--- src/rtl/amu_pkg.sv ---
// Shared types, widths and constants for the ADSR-modulated energy update block.
// Holds the word structs, register indexes, region codes and the sine table.
// No dependencies; every rtl file imports it.
package amu_pkg;

  localparam int TIME_W     = 32;
  localparam int ENERGY_W   = 32;
  localparam int REGION_W   = 2;
  localparam int CFG_IDX_W  = 3;
  localparam int CFG_DATA_W = 32;
  localparam int LEVEL_W    = 16;
  localparam int GAIN_W     = 16;
  localparam int SUM_W      = ENERGY_W + 1;
  localparam int BOUND_W    = TIME_W + 3;

  localparam logic [GAIN_W-1:0] GAIN_ONE = GAIN_W'(32768);

  // register indexes on the config port
  localparam logic [CFG_IDX_W-1:0] REG_ATTACK  = CFG_IDX_W'(0);
  localparam logic [CFG_IDX_W-1:0] REG_DECAY   = CFG_IDX_W'(1);
  localparam logic [CFG_IDX_W-1:0] REG_SUSTAIN = CFG_IDX_W'(2);
  localparam logic [CFG_IDX_W-1:0] REG_RELEASE = CFG_IDX_W'(3);
  localparam logic [CFG_IDX_W-1:0] REG_LEVEL   = CFG_IDX_W'(4);
  localparam logic [CFG_IDX_W-1:0] REG_FREQ    = CFG_IDX_W'(5);
  localparam logic [CFG_IDX_W-1:0] REG_OFFSET  = CFG_IDX_W'(6);

  localparam logic [REGION_W-1:0] REGION_ATTACK  = REGION_W'(0);
  localparam logic [REGION_W-1:0] REGION_DECAY   = REGION_W'(1);
  localparam logic [REGION_W-1:0] REGION_SUSTAIN = REGION_W'(2);
  localparam logic [REGION_W-1:0] REGION_RELEASE = REGION_W'(3);

  // bit-serial divider: quotient never exceeds one in Q1.15
  localparam int DIV_DEN_W = TIME_W;
  localparam int DIV_Q_W   = GAIN_W;
  localparam int DIV_NUM_W = DIV_DEN_W + DIV_Q_W;
  localparam int DIV_CNT_W = $clog2(DIV_Q_W + 1);

  // sine table
  localparam int SINE_TABLE_BITS = 10;
  localparam int SINE_MAG_W      = 15;
  localparam int SINE_U_W        = SINE_TABLE_BITS - 1;
  localparam int SINE_ROM_W      = SINE_TABLE_BITS - 2;
  localparam int unsigned QUARTER_N = 2 ** (SINE_TABLE_BITS - 2);
  localparam logic [SINE_U_W-1:0] QUARTER_IDX = SINE_U_W'(QUARTER_N);
  localparam logic [63:0] HALF_PI_Q30 = 64'd1686629713;
  localparam logic [63:0] Q30_ONE     = 64'd1 << 30;

  // serial multiplier: (|sum| * gain) by |sine|
  localparam int MUL_A_W   = SUM_W + GAIN_W - 1;
  localparam int MUL_B_W   = SINE_MAG_W;
  localparam int MUL_P_W   = MUL_A_W + MUL_B_W;
  localparam int MUL_CNT_W = $clog2(MUL_B_W + 1);
  localparam int ROUND_SHIFT = 30;
  localparam logic [MUL_P_W-1:0] ROUND_HALF = MUL_P_W'(1) << (ROUND_SHIFT - 1);

  typedef struct packed {
    logic [TIME_W-1:0]          current_time;
    logic signed [ENERGY_W-1:0] energy_in;
  } in_word_t;

  typedef struct packed {
    logic signed [ENERGY_W-1:0] energy_out;
    logic [REGION_W-1:0]        region;
  } out_word_t;

  typedef struct packed {
    logic                 start;
    logic [DIV_NUM_W-1:0] num;
    logic [DIV_DEN_W-1:0] den;
  } div_req_t;

  typedef struct packed {
    logic               done;
    logic [DIV_Q_W-1:0] quo;
  } div_rsp_t;

  typedef struct packed {
    logic               start;
    logic [MUL_A_W-1:0] a;
    logic [MUL_B_W-1:0] b;
  } mul_req_t;

  typedef struct packed {
    logic               done;
    logic [MUL_P_W-1:0] product;
  } mul_rsp_t;

  typedef logic [SINE_MAG_W-1:0] sine_rom_t [QUARTER_N];

  // Q1.15 sine of u quarter steps; 11th-order Taylor series in Q30
  function automatic logic [SINE_MAG_W-1:0] sine_quarter_entry(input int unsigned u);
    logic [63:0] x;
    logic [63:0] x2;
    logic [63:0] term;
    logic [63:0] s;
    logic [63:0] e;
    longint      acc;
    x    = (64'(u) * HALF_PI_Q30) / QUARTER_N;
    x2   = (x * x) >> 30;
    term = x;
    acc  = longint'(x);
    term = ((term * x2) >> 30) / 64'd6;
    acc  = acc - longint'(term);
    term = ((term * x2) >> 30) / 64'd20;
    acc  = acc + longint'(term);
    term = ((term * x2) >> 30) / 64'd42;
    acc  = acc - longint'(term);
    term = ((term * x2) >> 30) / 64'd72;
    acc  = acc + longint'(term);
    term = ((term * x2) >> 30) / 64'd110;
    acc  = acc - longint'(term);
    if (acc < 0) acc = 0;
    s = 64'(acc);
    if (s > Q30_ONE) s = Q30_ONE;
    e = (s * 64'd32767 + (Q30_ONE >> 1)) >> 30;
    if (e > 64'd32767) e = 64'd32767;
    return e[SINE_MAG_W-1:0];
  endfunction

  function automatic sine_rom_t sine_rom_build();
    sine_rom_t rom;
    for (int i = 0; i < QUARTER_N; i++) begin
      rom[i] = sine_quarter_entry(i);
    end
    return rom;
  endfunction

  localparam sine_rom_t SINE_ROM = sine_rom_build();
  localparam logic [SINE_MAG_W-1:0] SINE_PEAK = sine_quarter_entry(QUARTER_N);

endpackage

--- src/rtl/amu_mul.sv ---
// Shift-add multiplier, one multiplier bit per cycle, LSB first.
// Depends on amu_pkg. Product is {hi, lo} once done pulses.
module amu_mul (
  input  logic             clk,
  input  logic             rst,
  input  amu_pkg::mul_req_t req,
  output amu_pkg::mul_rsp_t rsp
);
  import amu_pkg::*;

  logic [MUL_A_W-1:0]   mcand;
  logic [MUL_A_W-1:0]   hi;
  logic [MUL_B_W-1:0]   lo;
  logic [MUL_CNT_W-1:0] cnt;
  logic                 done;
  logic [MUL_A_W:0]     psum;

  assign psum = {1'b0, hi} + (lo[0] ? {1'b0, mcand} : '0);
  assign rsp.done    = done;
  assign rsp.product = {hi, lo};

  always_ff @(posedge clk) begin
    if (rst) begin
      cnt  <= '0;
      done <= 1'b0;
    end else begin
      done <= 1'b0;
      if (req.start) begin
        mcand <= req.a;
        hi    <= '0;
        lo    <= req.b;
        cnt   <= MUL_CNT_W'(MUL_B_W);
      end else if (cnt != '0) begin
        cnt  <= cnt - 1'b1;
        done <= (cnt == MUL_CNT_W'(1));
        hi   <= psum[MUL_A_W:1];
        lo   <= {psum[0], lo[MUL_B_W-1:1]};
      end
    end
  end

endmodule

--- config.mk ---
export PLATFORM = sky130hd
export DESIGN_NAME = amu_mul
export DESIGN_NICKNAME = d
export VERILOG_FILES = /design/src/rtl/amu_pkg.sv /design/src/rtl/amu_mul.sv
export SDC_FILE = /design/constraint.sdc
export NUM_CORES = 1
export LEC_CHECK = 0
export BUFFER_PORTS_ARGS = -buffer_cell sky130_fd_sc_hd__buf_2
export CAP_MARGIN = 40
export CORE_ASPECT_RATIO = 2
export CORE_MARGIN = 1.5
export CORE_UTILIZATION = 51
export CTS_CLUSTER_SIZE = 20
export DETAILED_ROUTE_END_ITERATION = 12
export PLACE_DENSITY = 0.77
export SYNTH_ARGS = -nofsm -noshare
export SYNTH_HDL_FRONTEND = slang
export SYNTH_SLANG_ARGS = --single-unit
--- constraint.sdc ---
create_clock -name clk -period 4.29 [get_ports clk]
set_input_delay 0.429 -clock clk [delete_from_list [all_inputs] [get_ports clk]]
set_output_delay 0.429 -clock clk [all_outputs]
set_load 0.01 [all_outputs]
# After elaboration in Yosys (flattened, before gate mapping)
# Index checks and enable logic that the tools add are counted.
dict set report op_classes {
  add_sub_neg 2
  n_mul 0
  n_div 0
  n_lt_le_gt_ge 0
  eq_ne 1
  n_shift 0
  n_mux 6
  bitwise 2
  n_reduce_logical 5
}
# cell n
set ops {}
lappend ops {{$mux W48} 2}
lappend ops {{$add A48 B48 Y49} 1}
lappend ops {{$mux W15} 2}
lappend ops {{$mux W4} 2}
lappend ops {{$eq A4 B1 Y1 const B} 1}
lappend ops {{$reduce_and A2 Y1} 2}
lappend ops {{$reduce_bool A4 Y1} 1}
lappend ops {{$sub A4 B1 Y4 const B} 1}
lappend ops {{$reduce_or A3 Y1} 1}
lappend ops {{$not A1 Y1} 2}
lappend ops {{$reduce_bool A2 Y1} 1}
dict set report totals {
  regBits 116
  latch_bits 0
  ram_bits 0
  mem_bits_ro 0
  input_bits 66
  out_inout_bits 64
  memories 0
}

# Logic depth before layout (Yosys ltp)
dict set report depth {
  depth_word 4
  depth_mapped 13
  mapped_depth_nobuf 11
}

# Worst setup path before layout
# OpenSTA, ideal clock, no wires.
dict set report synth_path {
  path_type {in2reg}
  startpoint {input port req[63] (netlist name)}
  endpoint {register hi[0] (enable)}
  setup_ns 0.509
  t_arrival_ns 3.938
  setup_slack_ns -0.157
  path_stages 3
  n_path_buf 1
  path_cell_list {clkbuf_1 -> nor3_1 -> a21oi_1}
}
dict set report synth_via {
  elab_chain_len 2
}
# item line
set synth_lines {}
lappend synth_lines {{from (decl)} amu_mul.sv:6} ;# input amu_pkg::mul_req_t req,
lappend synth_lines {{$reduce_bool A2 Y1 (no source line)} n/a}
lappend synth_lines {{$reduce_and A2 Y1 (no source line)} n/a}
lappend synth_lines {{to (signal assigned)} amu_mul.sv:36} ;# hi <= psum[MUL_A_W:1];
lappend synth_lines {{to (decl)} amu_mul.sv:12} ;# logic [MUL_A_W-1:0] hi;
# No other way between the ends.
# A chain may end at the register's enable or synchronous reset.

# Worst setup path after layout
dict set report layout_path {
  startpoint {register lo[0]}
  endpoint {register hi[45] (data pin)}
}
dict set report layout_via {
  elab_chain_len 3
}
# item line
set layout_lines {}
lappend layout_lines {{from (decl)} amu_mul.sv:13} ;# logic [MUL_B_W-1:0] lo;
lappend layout_lines {{from (signal assigned)} amu_mul.sv:31} ;# lo <= req.b;
lappend layout_lines {{from (signal assigned)} amu_mul.sv:37} ;# lo <= {psum[0], lo[MUL_B_W-1:1]};
lappend layout_lines {{$mux W48} amu_mul.sv:18} ;# assign psum = {1'b0, hi} + (lo[0] ? {1'b0, mcand} : '0);
lappend layout_lines {{$add A48 B48 Y49} amu_mul.sv:18}
lappend layout_lines {{$mux W48} amu_mul.sv:33} ;# end else if (cnt != '0) begin
# No other way between the ends. The select of a mux whose other input is x is not followed.

==> impl_metrics.toml <==
[power]
swShare_pct = 30.69
power_w = 0.004114
power_switching_w = 0.001262
clkPwrFrac_pct = 36.5
combPwrFrac_pct = 27.6
p_leak_nw = 3.602
power.density_nw_per_um2 = 475.0
pwr-share-seq_pct = 35.9
p_int_w = 0.002851
max-vdd-ir-drop_mv = 0.3431

[place]
io_buffers = 129
place_congestion = 0.9434
hpwl_um = 14540

[global_routing]
gr-usage-all-layers_pct = 26.78
grt_max_degree = 73
grt_pass1_vias = 6012
grt_pass1_wl_um = 29850
grt-ovfl-total = 0
antenna_found_initial = 1

[status]
outcome = "completed"

[floorplanning]
die_h_um = 170.7
dieArea_um2 = 14820
initial_utilization_pct = 51.89
num_rows = 61
die_width_um = 86.83
fp.coreArea_um2 = 13810
io-pin-count = 130

[synthesis]
synthCells = 692
yosysTopAreaCellShare_pct = 46.50
synth_edf_count = 111
ys_ff_latch = 116
yosysMostFrequentCell = "edfxtp_1"
synthFlopType = "edfxtp_1"
synthTopCellsByCount = "111 x edfxtp_1, 76 x nor2_1, 61 x a21oi_1"
synth_cell_types = 50
yosys-top-cells-area = "edfxtp_1 47%, ha_1 8.7%, and2_1 4.4%, a21oi_1 4.3%, nor2_1 4.0%"
synth_area_um2 = 7168
synth_nets = 809
ys_seq_area_share_pct = 47.90
synth_warnings = 0
async_reset_ff_share_pct = 0
synth.avg_cell_area_um2 = 10.36
synth_top_area_cell = "edfxtp_1"

[layout]
final_util_pct = 62.69
final_layout_size_suffix_gt1_share_pct = 23.16
area_growth_pct = 20.82
n_fill_cell = 1130
diodes = 0
layout.nets = 934

[clocking]
cts_setup_buffers = 0
cts-htree-levels = 4
clk_path_buf_depth = 2
clk_latency_ns = 0.43
cts_sinks = 116
cts_tree = "built"
holdBufCountCts = 0
cts_made_buffers = 17
postCtsResizedCells = 0
clkTransAtPathRegs_ns = 0.06
root_buffer = "clkbuf_16"

[sta]
rsz0062_at_grt = "false"
final-hold-violation-count = 0
slew_violations = 0
skew_ns = 0.01107
setup_tns_ns = 0
setup_viol_count_final = 0
tightest_slew_ns = 0.8406
max_freq_mhz = 260.5
slew_headroom_pct = 43.96
finalCriticalPeriod_ns = 3.839
min_period_over_period_pct = 89.50

[setup_path]
cp_slowest_cell = "edfxtp_1"
critPathKind = "flip-flop to flip-flop"
max_stage_delay_ns = 0.60
cp-start-kind = "flip-flop"
crit_path_cell_trace = "and2_1 > ha_1 > fa_1 > a21o_1 > a221oi_2 > o2111a_1 > o21ai_0 > a21boi_0 > o31ai_1 > a21oi_1 > mux2_2"
required_ns = 4.46
arrival_ns = 4.01
crit_fanout = 16
endpoint_kind = "flip-flop"

[drt]
remaining_drc_errors = 0
first_pass_iters = 5
drtIter0Drc = 378
ant_nets = 0
post_drt_wl_per_cell_um = 18.98
vias = 5919
finalWirelength_um = 19330
vias_per_cell = 5.814

[hold_path]
hp-class = "input pin to flip-flop"

[run]
maxCapViolations = 0
cell type report:
class                      count  area, um^2  area share (%)
multi-input combinational    536        3597           41.53
sequential                   116        3433           39.64
timing repair buffer         137       743.2           8.581
clock buffer                  22       464.2           5.360
tap                          189       236.5           2.730
clock inverter                 9       152.6           1.762
inverter                       9       33.78          0.3901
placed cells by master (no fill, tap or decap), types with 3 or more instances in the layout:
master / synthesis / final
nor2_1: 76 / 76
nor3_1: 7 / 7
dfxtp_1: 5 / 5
xnor2_1: 23 / 23
mux2_2: 20 / 20
clkbuf_1: 27 / 3
clkinvlp_4: 0 / 3
nand4_1: 11 / 11
edfxtp_1: 111 / 111
a211oi_1: 6 / 6
a31oi_1: 14 / 14
o21ai_0: 37 / 37
buf_12: 0 / 3
nor2b_1: 14 / 13
nand2_1: 50 / 50
a21boi_0: 6 / 6
nand3_1: 14 / 14
a221oi_1: 3 / 3
inv_1: 9 / 9
xor2_1: 15 / 15
nor4_1: 4 / 4
ha_1: 50 / 50
buf_4: 1 / 5
clkbuf_16: 0 / 17
a21o_1: 23 / 23
and2_1: 50 / 50
o21bai_1: 7 / 7
buf_2: 0 / 129
o31ai_1: 4 / 4
a21oi_1: 61 / 60
o21a_1: 9 / 9
bufinv_16: 0 / 4
and3_1: 8 / 8
power groups by stage:
stage | combinational [W] | sequential, W | clock, W
2_1_floorplan | 0.000737 | 0.00152 | 0
3_3_place_gp | 0.00109 | 0.00149 | 0
3_5_place_dp | 0.00112 | 0.00150 | 0
4_1_cts | 0.00113 | 0.00148 | 0.00152
5_1_grt | 0.00124 | 0.00149 | 0.00155
6_report | 0.00114 | 0.00148 | 0.00150
cells by family (layout without fill, tap and decap cells):
family | Yosys count | after routing | synth area share (%)
compound gates | 186 | 186 | 16.58
xor+xnor | 38 | 38 | 4.643
fa+ha+maj | 51 | 51 | 9.007
buf+inv | 40 | 177 | 2.182
flops | 116 | 116 | 47.90
mux | 23 | 23 | 3.578
simple gates | 238 | 238 | 16.11
worst max-delay path, delay by kind of cell, from the launching register on:
kind	cells	cell delay, ns
mux	1	0.35
compound gates	7	1.78
simple gates	1	0.24
fa+ha+maj	2	0.61
flops	1	0.60
routing by layer:
layer,GRT usage (%),share of wire (%)
met1,27.16,36
met2,50.56,56
met3,4.390,3.8
met4,14.17,4.0
met5,0,0
registers in the layout (all words and copies together) (netlist names):
register,flops
cnt,4
mcand,48
hi,48
done,1
lo,15
through the flow:
stage / std cells / hold WS [ns] / worst slack, ns / area (um^2)
CTS: 1018 / 0.1604 / 0.4641 / 8661
global placement: 985 / 0.5607 / 0.6044 / 8004
floorplan: 692 / 0.5014 / 0.6500 / 7172
detailed placement: 987 / 0.5684 / 0.4930 / 8044
finish: 1018 / 0.1757 / 0.4506 / 8661
global route: 1018 / 0.1679 / 0.2544 / 8661
final timing paths:
check	start	to	slack [ns]	cells past startpoint
hold reg to reg	lo[3]$_DFFE_PP_	lo[2]$_DFFE_PP_	0.57	1
hold / removal	req[32]	mcand[17]$_DFFE_PP_	0.18	1
setup reg to reg	lo[0]$_DFFE_PP_	hi[45]$_SDFFCE_PP0P_	0.45	11
setup / recovery	lo[0]$_DFFE_PP_	hi[45]$_SDFFCE_PP0P_	0.45	11
Power figures use the tool's default switching activity.
