===== src/rtl/amu_pkg.sv =====
// Shared types, widths and constants for the ADSR-modulated energy update block.
// Holds the word structs, register indexes, region codes and the sine table.
// No dependencies; every rtl file imports it.
package amu_pkg;

  localparam int TIME_W     = 32;
  localparam int ENERGY_W   = 32;
  localparam int REGION_W   = 2;
  localparam int CFG_IDX_W  = 3;
  localparam int CFG_DATA_W = 32;
  localparam int LEVEL_W    = 16;
  localparam int GAIN_W     = 16;
  localparam int SUM_W      = ENERGY_W + 1;
  localparam int BOUND_W    = TIME_W + 3;

  localparam logic [GAIN_W-1:0] GAIN_ONE = GAIN_W'(32768);

  // register indexes on the config port
  localparam logic [CFG_IDX_W-1:0] REG_ATTACK  = CFG_IDX_W'(0);
  localparam logic [CFG_IDX_W-1:0] REG_DECAY   = CFG_IDX_W'(1);
  localparam logic [CFG_IDX_W-1:0] REG_SUSTAIN = CFG_IDX_W'(2);
  localparam logic [CFG_IDX_W-1:0] REG_RELEASE = CFG_IDX_W'(3);
  localparam logic [CFG_IDX_W-1:0] REG_LEVEL   = CFG_IDX_W'(4);
  localparam logic [CFG_IDX_W-1:0] REG_FREQ    = CFG_IDX_W'(5);
  localparam logic [CFG_IDX_W-1:0] REG_OFFSET  = CFG_IDX_W'(6);

  localparam logic [REGION_W-1:0] REGION_ATTACK  = REGION_W'(0);
  localparam logic [REGION_W-1:0] REGION_DECAY   = REGION_W'(1);
  localparam logic [REGION_W-1:0] REGION_SUSTAIN = REGION_W'(2);
  localparam logic [REGION_W-1:0] REGION_RELEASE = REGION_W'(3);

  // bit-serial divider: quotient never exceeds one in Q1.15
  localparam int DIV_DEN_W = TIME_W;
  localparam int DIV_Q_W   = GAIN_W;
  localparam int DIV_NUM_W = DIV_DEN_W + DIV_Q_W;
  localparam int DIV_CNT_W = $clog2(DIV_Q_W + 1);

  // sine table
  localparam int SINE_TABLE_BITS = 10;
  localparam int SINE_MAG_W      = 15;
  localparam int SINE_U_W        = SINE_TABLE_BITS - 1;
  localparam int SINE_ROM_W      = SINE_TABLE_BITS - 2;
  localparam int unsigned QUARTER_N = 2 ** (SINE_TABLE_BITS - 2);
  localparam logic [SINE_U_W-1:0] QUARTER_IDX = SINE_U_W'(QUARTER_N);
  localparam logic [63:0] HALF_PI_Q30 = 64'd1686629713;
  localparam logic [63:0] Q30_ONE     = 64'd1 << 30;

  // serial multiplier: (|sum| * gain) by |sine|
  localparam int MUL_A_W   = SUM_W + GAIN_W - 1;
  localparam int MUL_B_W   = SINE_MAG_W;
  localparam int MUL_P_W   = MUL_A_W + MUL_B_W;
  localparam int MUL_CNT_W = $clog2(MUL_B_W + 1);
  localparam int ROUND_SHIFT = 30;
  localparam logic [MUL_P_W-1:0] ROUND_HALF = MUL_P_W'(1) << (ROUND_SHIFT - 1);

  typedef struct packed {
    logic [TIME_W-1:0]          current_time;
    logic signed [ENERGY_W-1:0] energy_in;
  } in_word_t;

  typedef struct packed {
    logic signed [ENERGY_W-1:0] energy_out;
    logic [REGION_W-1:0]        region;
  } out_word_t;

  typedef struct packed {
    logic                 start;
    logic [DIV_NUM_W-1:0] num;
    logic [DIV_DEN_W-1:0] den;
  } div_req_t;

  typedef struct packed {
    logic               done;
    logic [DIV_Q_W-1:0] quo;
  } div_rsp_t;

  typedef struct packed {
    logic               start;
    logic [MUL_A_W-1:0] a;
    logic [MUL_B_W-1:0] b;
  } mul_req_t;

  typedef struct packed {
    logic               done;
    logic [MUL_P_W-1:0] product;
  } mul_rsp_t;

  typedef logic [SINE_MAG_W-1:0] sine_rom_t [QUARTER_N];

  // Q1.15 sine of u quarter steps; 11th-order Taylor series in Q30
  function automatic logic [SINE_MAG_W-1:0] sine_quarter_entry(input int unsigned u);
    logic [63:0] x;
    logic [63:0] x2;
    logic [63:0] term;
    logic [63:0] s;
    logic [63:0] e;
    longint      acc;
    x    = (64'(u) * HALF_PI_Q30) / QUARTER_N;
    x2   = (x * x) >> 30;
    term = x;
    acc  = longint'(x);
    term = ((term * x2) >> 30) / 64'd6;
    acc  = acc - longint'(term);
    term = ((term * x2) >> 30) / 64'd20;
    acc  = acc + longint'(term);
    term = ((term * x2) >> 30) / 64'd42;
    acc  = acc - longint'(term);
    term = ((term * x2) >> 30) / 64'd72;
    acc  = acc + longint'(term);
    term = ((term * x2) >> 30) / 64'd110;
    acc  = acc - longint'(term);
    if (acc < 0) acc = 0;
    s = 64'(acc);
    if (s > Q30_ONE) s = Q30_ONE;
    e = (s * 64'd32767 + (Q30_ONE >> 1)) >> 30;
    if (e > 64'd32767) e = 64'd32767;
    return e[SINE_MAG_W-1:0];
  endfunction

  function automatic sine_rom_t sine_rom_build();
    sine_rom_t rom;
    for (int i = 0; i < QUARTER_N; i++) begin
      rom[i] = sine_quarter_entry(i);
    end
    return rom;
  endfunction

  localparam sine_rom_t SINE_ROM = sine_rom_build();
  localparam logic [SINE_MAG_W-1:0] SINE_PEAK = sine_quarter_entry(QUARTER_N);

endpackage


===== src/rtl/amu_div.sv =====
// Restoring divider, one quotient bit per cycle, for the envelope ramp gain.
// Depends on amu_pkg. Quotient must fit DIV_Q_W bits (num >> DIV_Q_W < den).
module amu_div (
  input  logic             clk,
  input  logic             rst,
  input  amu_pkg::div_req_t req,
  output amu_pkg::div_rsp_t rsp
);
  import amu_pkg::*;

  logic [DIV_DEN_W-1:0] rem;
  logic [DIV_DEN_W-1:0] den;
  logic [DIV_Q_W-1:0]   qsh;   // low numerator bits shift out, quotient bits shift in
  logic [DIV_CNT_W-1:0] cnt;
  logic                 done;
  logic [DIV_DEN_W+1:0] trial;

  assign trial = {1'b0, rem, qsh[DIV_Q_W-1]} - {2'b00, den};
  assign rsp.done = done;
  assign rsp.quo  = qsh;

  always_ff @(posedge clk) begin
    if (rst) begin
      cnt  <= '0;
      done <= 1'b0;
    end else begin
      done <= 1'b0;
      if (req.start) begin
        rem <= req.num[DIV_NUM_W-1 -: DIV_DEN_W];
        qsh <= req.num[DIV_Q_W-1:0];
        den <= req.den;
        cnt <= DIV_CNT_W'(DIV_Q_W);
      end else if (cnt != '0) begin
        cnt  <= cnt - 1'b1;
        done <= (cnt == DIV_CNT_W'(1));
        if (!trial[DIV_DEN_W+1]) begin
          rem <= trial[DIV_DEN_W-1:0];
          qsh <= {qsh[DIV_Q_W-2:0], 1'b1};
        end else begin
          rem <= {rem[DIV_DEN_W-2:0], qsh[DIV_Q_W-1]};
          qsh <= {qsh[DIV_Q_W-2:0], 1'b0};
        end
      end
    end
  end

endmodule


===== config.mk =====
export PLATFORM = sky130hd
export DESIGN_NAME = amu_div
export DESIGN_NICKNAME = d
export VERILOG_FILES = /design/src/rtl/amu_pkg.sv /design/src/rtl/amu_div.sv
export SDC_FILE = /design/constraint.sdc
export NUM_CORES = 1
export LEC_CHECK = 0
export BUFFER_PORTS_ARGS = -buffer_cell sky130_fd_sc_hd__buf_2
export CELL_PAD_IN_SITES_DETAIL_PLACEMENT = 2
export CELL_PAD_IN_SITES_GLOBAL_PLACEMENT = 2
export CORE_UTILIZATION = 35
export DETAILED_ROUTE_END_ITERATION = 16
export PLACE_DENSITY_LB_ADDON = 0.1
export SETUP_SLACK_MARGIN = 0.02
export SYNTH_ARGS = -nofsm -noshare
export SYNTH_HDL_FRONTEND = slang
export SYNTH_SLANG_ARGS = --single-unit

===== constraint.sdc =====
create_clock -name clk -period 4.5 [get_ports clk]
set_input_delay 0.45 -clock clk [delete_from_list [all_inputs] [get_ports clk]]
set_output_delay 0.45 -clock clk [all_outputs]
set_load 0.03 [all_outputs]

# == Word-level counts from Yosys, hierarchy flattened ==
# Cells that the tools add are included.
# totals
ff_bits,86
latchBits,0
mem_bits_rw,0
rom_bits,0
in_bits,83
out_inout_bits,17
wordCells,25
n_memories,0
# classes
add_sub_neg,2
mul,0
div,0
magnitude_cmp,0
eq_ne,1
shift,0
n_mux,8
bitwise_logic,2
reduce_logical,6
# op_table
cell,n
2-to-1 mux 32 bit,3
subtractor 33 x 32 -> 34 bit,1
2-to-1 mux 16 bit,2
2-to-1 mux 5 bit,2
"== test 5 x 1 -> 1 bit, second input constant",1
nonzero test 5 bit,1
"subtractor 5 x 1 -> 5 bit, second input constant",1
AND reduction 2 bit,2
OR reduction 3 bit,1
NOT 1 bit,2
nonzero test 2 bit,1
OR reduction 2 bit,1
2-to-1 mux 1 bit,1

# == Longest topological paths before layout ==
# depth
depth_word,4
depth_mapped,13
ltp_nobuf,11

# == Worst setup path after synthesis ==
# Ideal clock, no wire load.
# synth_timing
kind,input -> register
from,input port req[80] in the netlist's numbering
to,register qsh[0] (enable)
setup_time_ns,0.454
t_arrival_ns,3.147
required_ns,4.046
path_slack_ns,0.899
path_stages,4
path_buffers,2
cell_sequence,clkbuf_1 > clkbuf_1 > nor2_1 > nor2_1
# synth_via
elab_chain_cells,2
# synth_lines
item,line_no,source
start: declaration,amu_div.sv:6,"input amu_pkg::div_req_t req,"
nonzero test 2 bit (no source line),n/a,
AND reduction 2 bit (no source line),n/a,
end signal: assignment,amu_div.sv:30,qsh <= req.num[DIV_Q_W-1:0];
end signal: assignment,amu_div.sv:38,"qsh <= {qsh[DIV_Q_W-2:0], 1'b1};"
end signal: assignment,amu_div.sv:41,"qsh <= {qsh[DIV_Q_W-2:0], 1'b0};"
end: declaration,amu_div.sv:13,logic [DIV_Q_W-1:0] qsh;
# No other way between the ends.
# A chain may end at the register's enable or synchronous reset.

# == Worst setup path in the final report ==
# layout_timing
from,register rem[7]
to,register rem[8] (data pin)
# layout_via
elab_chain_cells,4
# layout_lines
item,line_no,source
start: declaration,amu_div.sv:11,logic [DIV_DEN_W-1:0] rem;
start signal: assignment,amu_div.sv:29,rem <= req.num[DIV_NUM_W-1 -: DIV_DEN_W];
start signal: assignment,amu_div.sv:37,rem <= trial[DIV_DEN_W-1:0];
start signal: assignment,amu_div.sv:40,"rem <= {rem[DIV_DEN_W-2:0], qsh[DIV_Q_W-1]};"
subtractor 33 x 32 -> 34 bit,amu_div.sv:18,"assign trial = {1'b0, rem, qsh[DIV_Q_W-1]} - {2'b00, den};"
2-to-1 mux 32 bit (*),amu_div.sv:36,if (!trial[DIV_DEN_W+1]) begin
2-to-1 mux 32 bit (*),amu_div.sv:33,end else if (cnt != '0) begin
2-to-1 mux 32 bit (*),amu_div.sv:28,if (req.start) begin
# Mark *: on every way between the ends. The rest lies on a longest branch, timed or not. The select of a mux whose other input is x is not followed.

==> results_dict.tcl <==
set metrics [dict create \
    switchingPower_mw 1.356 \
    p_int_mw 2.127 \
    ys_ff_latch 86 \
    clkSinkCount 86 \
    use_met3_pct 3.160 \
    fin_cells 871 \
    vias 4806 \
    path_class "reg -> reg" \
    cts_tree "yes" \
    relSlewSlack_pct 28.61 \
    hold_viol 0 \
    async_flop_share_pct 0 \
    grt_busiest_layer "met2" \
    syn_nets 689 \
    p_leak_nw 2.656 \
    drive_gt1_share_pct 22.73 \
    grt_antenna_before_repair 0 \
    clock_latency_ps 360 \
    cts.clk_slew.worst_paths_ps 70 \
    crit_slowest_cell "nor2_2" \
    ctsHoldBuffers 0 \
    slew_violations 0 \
    min_period_ps 4033 \
    ys_seq_area_share_pct 44.80 \
    yosysWarningCount 0 \
    setup.worst_path.start "rem[7]" \
    grt_max_degree 49 \
    core_mm2 0.01543 \
    timing.final.crit_share_pct 89.62 \
    post_cts_resized 0 \
    track_usage_pct 22.83 \
    areaGrowthSynthToFinish_pct 18.02 \
    hold_start "req[24]" \
    max_freq_mhz 248.0 \
    vdd_drop_max_uv 324.6 \
    io_buffers 99 \
    synth.avg_cell_area_um2 9.878 \
    post_cts_buffers 0 \
    grt-ovfl-total 0 \
    synth_area_mm2 0.005630 \
    drtIter0Drc 158 \
    setup_slack_ps 467.3 \
    fillers 1720 \
    grt_use_met2_pct 41.11 \
    post-place-ws_ps 635.7 \
    power_frac_comb_pct 42.2 \
    die_width_um 128.8 \
    setup_tns_ps 0 \
    worstSetupEndpointType "flip-flop" \
    htreeDepth 3 \
    pwr_density_cell_mw_per_mm2 524.2 \
    status "finished, final reports clean" \
    clockBufferDepth 2 \
    drc 0 \
    cts-root-buf "clkbuf_16" \
    die_y_um 128.8 \
    start_util_pct 36.50 \
    synth-main-ff-cell "edfxtp_1" \
    netlist.area_leader.share_pct 42.67 \
    rows 45 \
    dp_hpwl_um 12670 \
    regToRegStartpoint "rem[7]" \
    swShare_pct 38.92 \
    use_met1_pct 27.65 \
    gp_congestion 0.8476 \
    worstHoldPathType "in -> reg" \
    wl_per_cell_um 20.38 \
    antenna_left 0 \
    viasPerCell 5.518 \
    critPathTopFamily "compound AO/OA/AOI/OAI gates" \
    drv_cap 0 \
    grt_pass1_wl_um 28450 \
    cp_slowest_stage_delay_ps 860 \
    syn_inst 570 \
    finalPower_mw 3.483 \
    numCtsBuffers 9 \
    path_buf_inv 0 \
    critPathLaunchType "flip-flop" \
    dr.pass1.iters 4 \
    ios 100 \
    crit_path_cell_trace "ha_1 > a2111oi_0 > o21ai_0 > o21ai_1 > a311oi_4 > o211ai_4 > a21oi_2 > nor2_2 > o311ai_0" \
    nNetsFinal 774 \
    synth_top_area_cell "edfxtp_1" \
    finClkSkew_ps 6.496 \
    synthTopCellsByArea "edfxtp_1, ha_1, mux2_2" \
    grt_pass1_vias 5343 \
    num_antenna_cells 0 \
    synth_cell_type_count 65 \
    drt_wl_total_um 17750 \
    arrival_ps 4080 \
    grt_setup_unrepaired "false" \
    finalSetupViolCount 0 \
    pwr-share-seq_pct 33.6 \
    place_inst 855 \
    crit_required_ps 4550 \
    p_clk_share_pct 24.2 \
    synth-edff-count 80 \
    tightestPinTransition_ps 1070 \
    crit_fanout 17 \
    die_area_mm2 0.01660 \
]
[power by group through the flow]
stage	sequential [mW]	clock, mW	combinational, mW
after floorplan	1.22	0	0.995
after global placement	1.18	0	1.39
after detailed placement	1.19	0	1.45
after CTS	1.17	0.866	1.48
after global routing	1.19	0.890	1.63
final	1.17	0.843	1.47
[placed cells by master (no fill, tap or decap), types with 4 or more instances in the layout]
cell       instances
buf_2             99
edfxtp_1          80
nand2_1           48
nor2_1            46
inv_1             43
ha_1              35
a21oi_1           33
o21ai_0           24
xnor2_1           18
mux2_2            16
and2_1            15
nand3_1           15
nand4_1           14
nor3_1            13
a31oi_1           13
clkbuf_16          9
nand2b_1           7
o211ai_1           7
a21o_1             6
o21a_1             6
o311ai_0           6
a41oi_1            6
o31ai_1            6
dfxtp_1            6
buf_4              6
a2111oi_0          5
a211oi_1           5
xor2_1             5
nand3b_1           4
o311ai_1           4
[through the flow]
| stage | area [µm²] | hold WS (ps) | util [%] |
|---|---|---|---|
| floorplan | 5630 | 486.7 | - |
| global placement | 6317 | 508.0 | 40.95 |
| detailed placement | 6317 | 542.4 | 40.95 |
| CTS | 6645 | 247.0 | 43.07 |
| global route | 6645 | 250.2 | 43.07 |
| finish | 6645 | 260.5 | 43.07 |
[metal layers]
layer | vias to the layer above | share of wire, %
li1 | 2303 | -
met1 | 2417 | 45
met2 | 69 | 51
met3 | 17 | 2.7
met4 | 0 | 1.7
met5 | - | 0
[path summary, 6_finish.rpt]
| path | depth (start not counted) | slack (ps) | to |
|---|---|---|---|
| max | 9 | 470 | rem[8] |
| min | 1 | 260 | den[24] |
| max reg2reg | 9 | 470 | rem[8] |
| min reg2reg | 2 | 560 | cnt[3] |
[cell families after synthesis]
| family | Yosys count | share of synthesized area [%] |
|---|---|---|
| xor gates and xnor gates | 23 | 3.578 |
| DFF | 86 | 44.80 |
| muxes | 18 | 3.556 |
| buffers and inverters | 75 | 5.289 |
| adders and majority gates | 36 | 8.133 |
| and+or+nand+nor | 180 | 15.33 |
| AOI/OAI and AO/OA | 152 | 19.31 |
[synthesized netlist by cell type (all sizes together) (10+ instances only)]
cell	number
nor3	13
xnor2	18
nor2	49
edfxtp	80
a21oi	34
o311ai	10
mux2	16
nand2	48
nand4	14
clkbuf	24
inv	43
nand3	15
and2	15
a31oi	13
o21ai	26
ha	35
[area by class of cell]
cell class                      count  area, µm²  share of cell area, %
Tap cell                          211      264.0                  3.973
Clock inverter                      7      102.6                  1.544
Multi-Input combinational cell    409       2825                  42.52
Sequential cell                    86       2522                  37.96
Inverter                           44      165.2                  2.485
Clock buffer                        9      225.2                  3.389
Timing Repair Buffer              105      540.5                  8.134
[sequential cells by signal (all words and copies together), names as in the netlist]
name  cells
cnt       5
den      32
done      1
qsh      16
rem      32
Note: power is estimated with default switching activity, not from simulation.
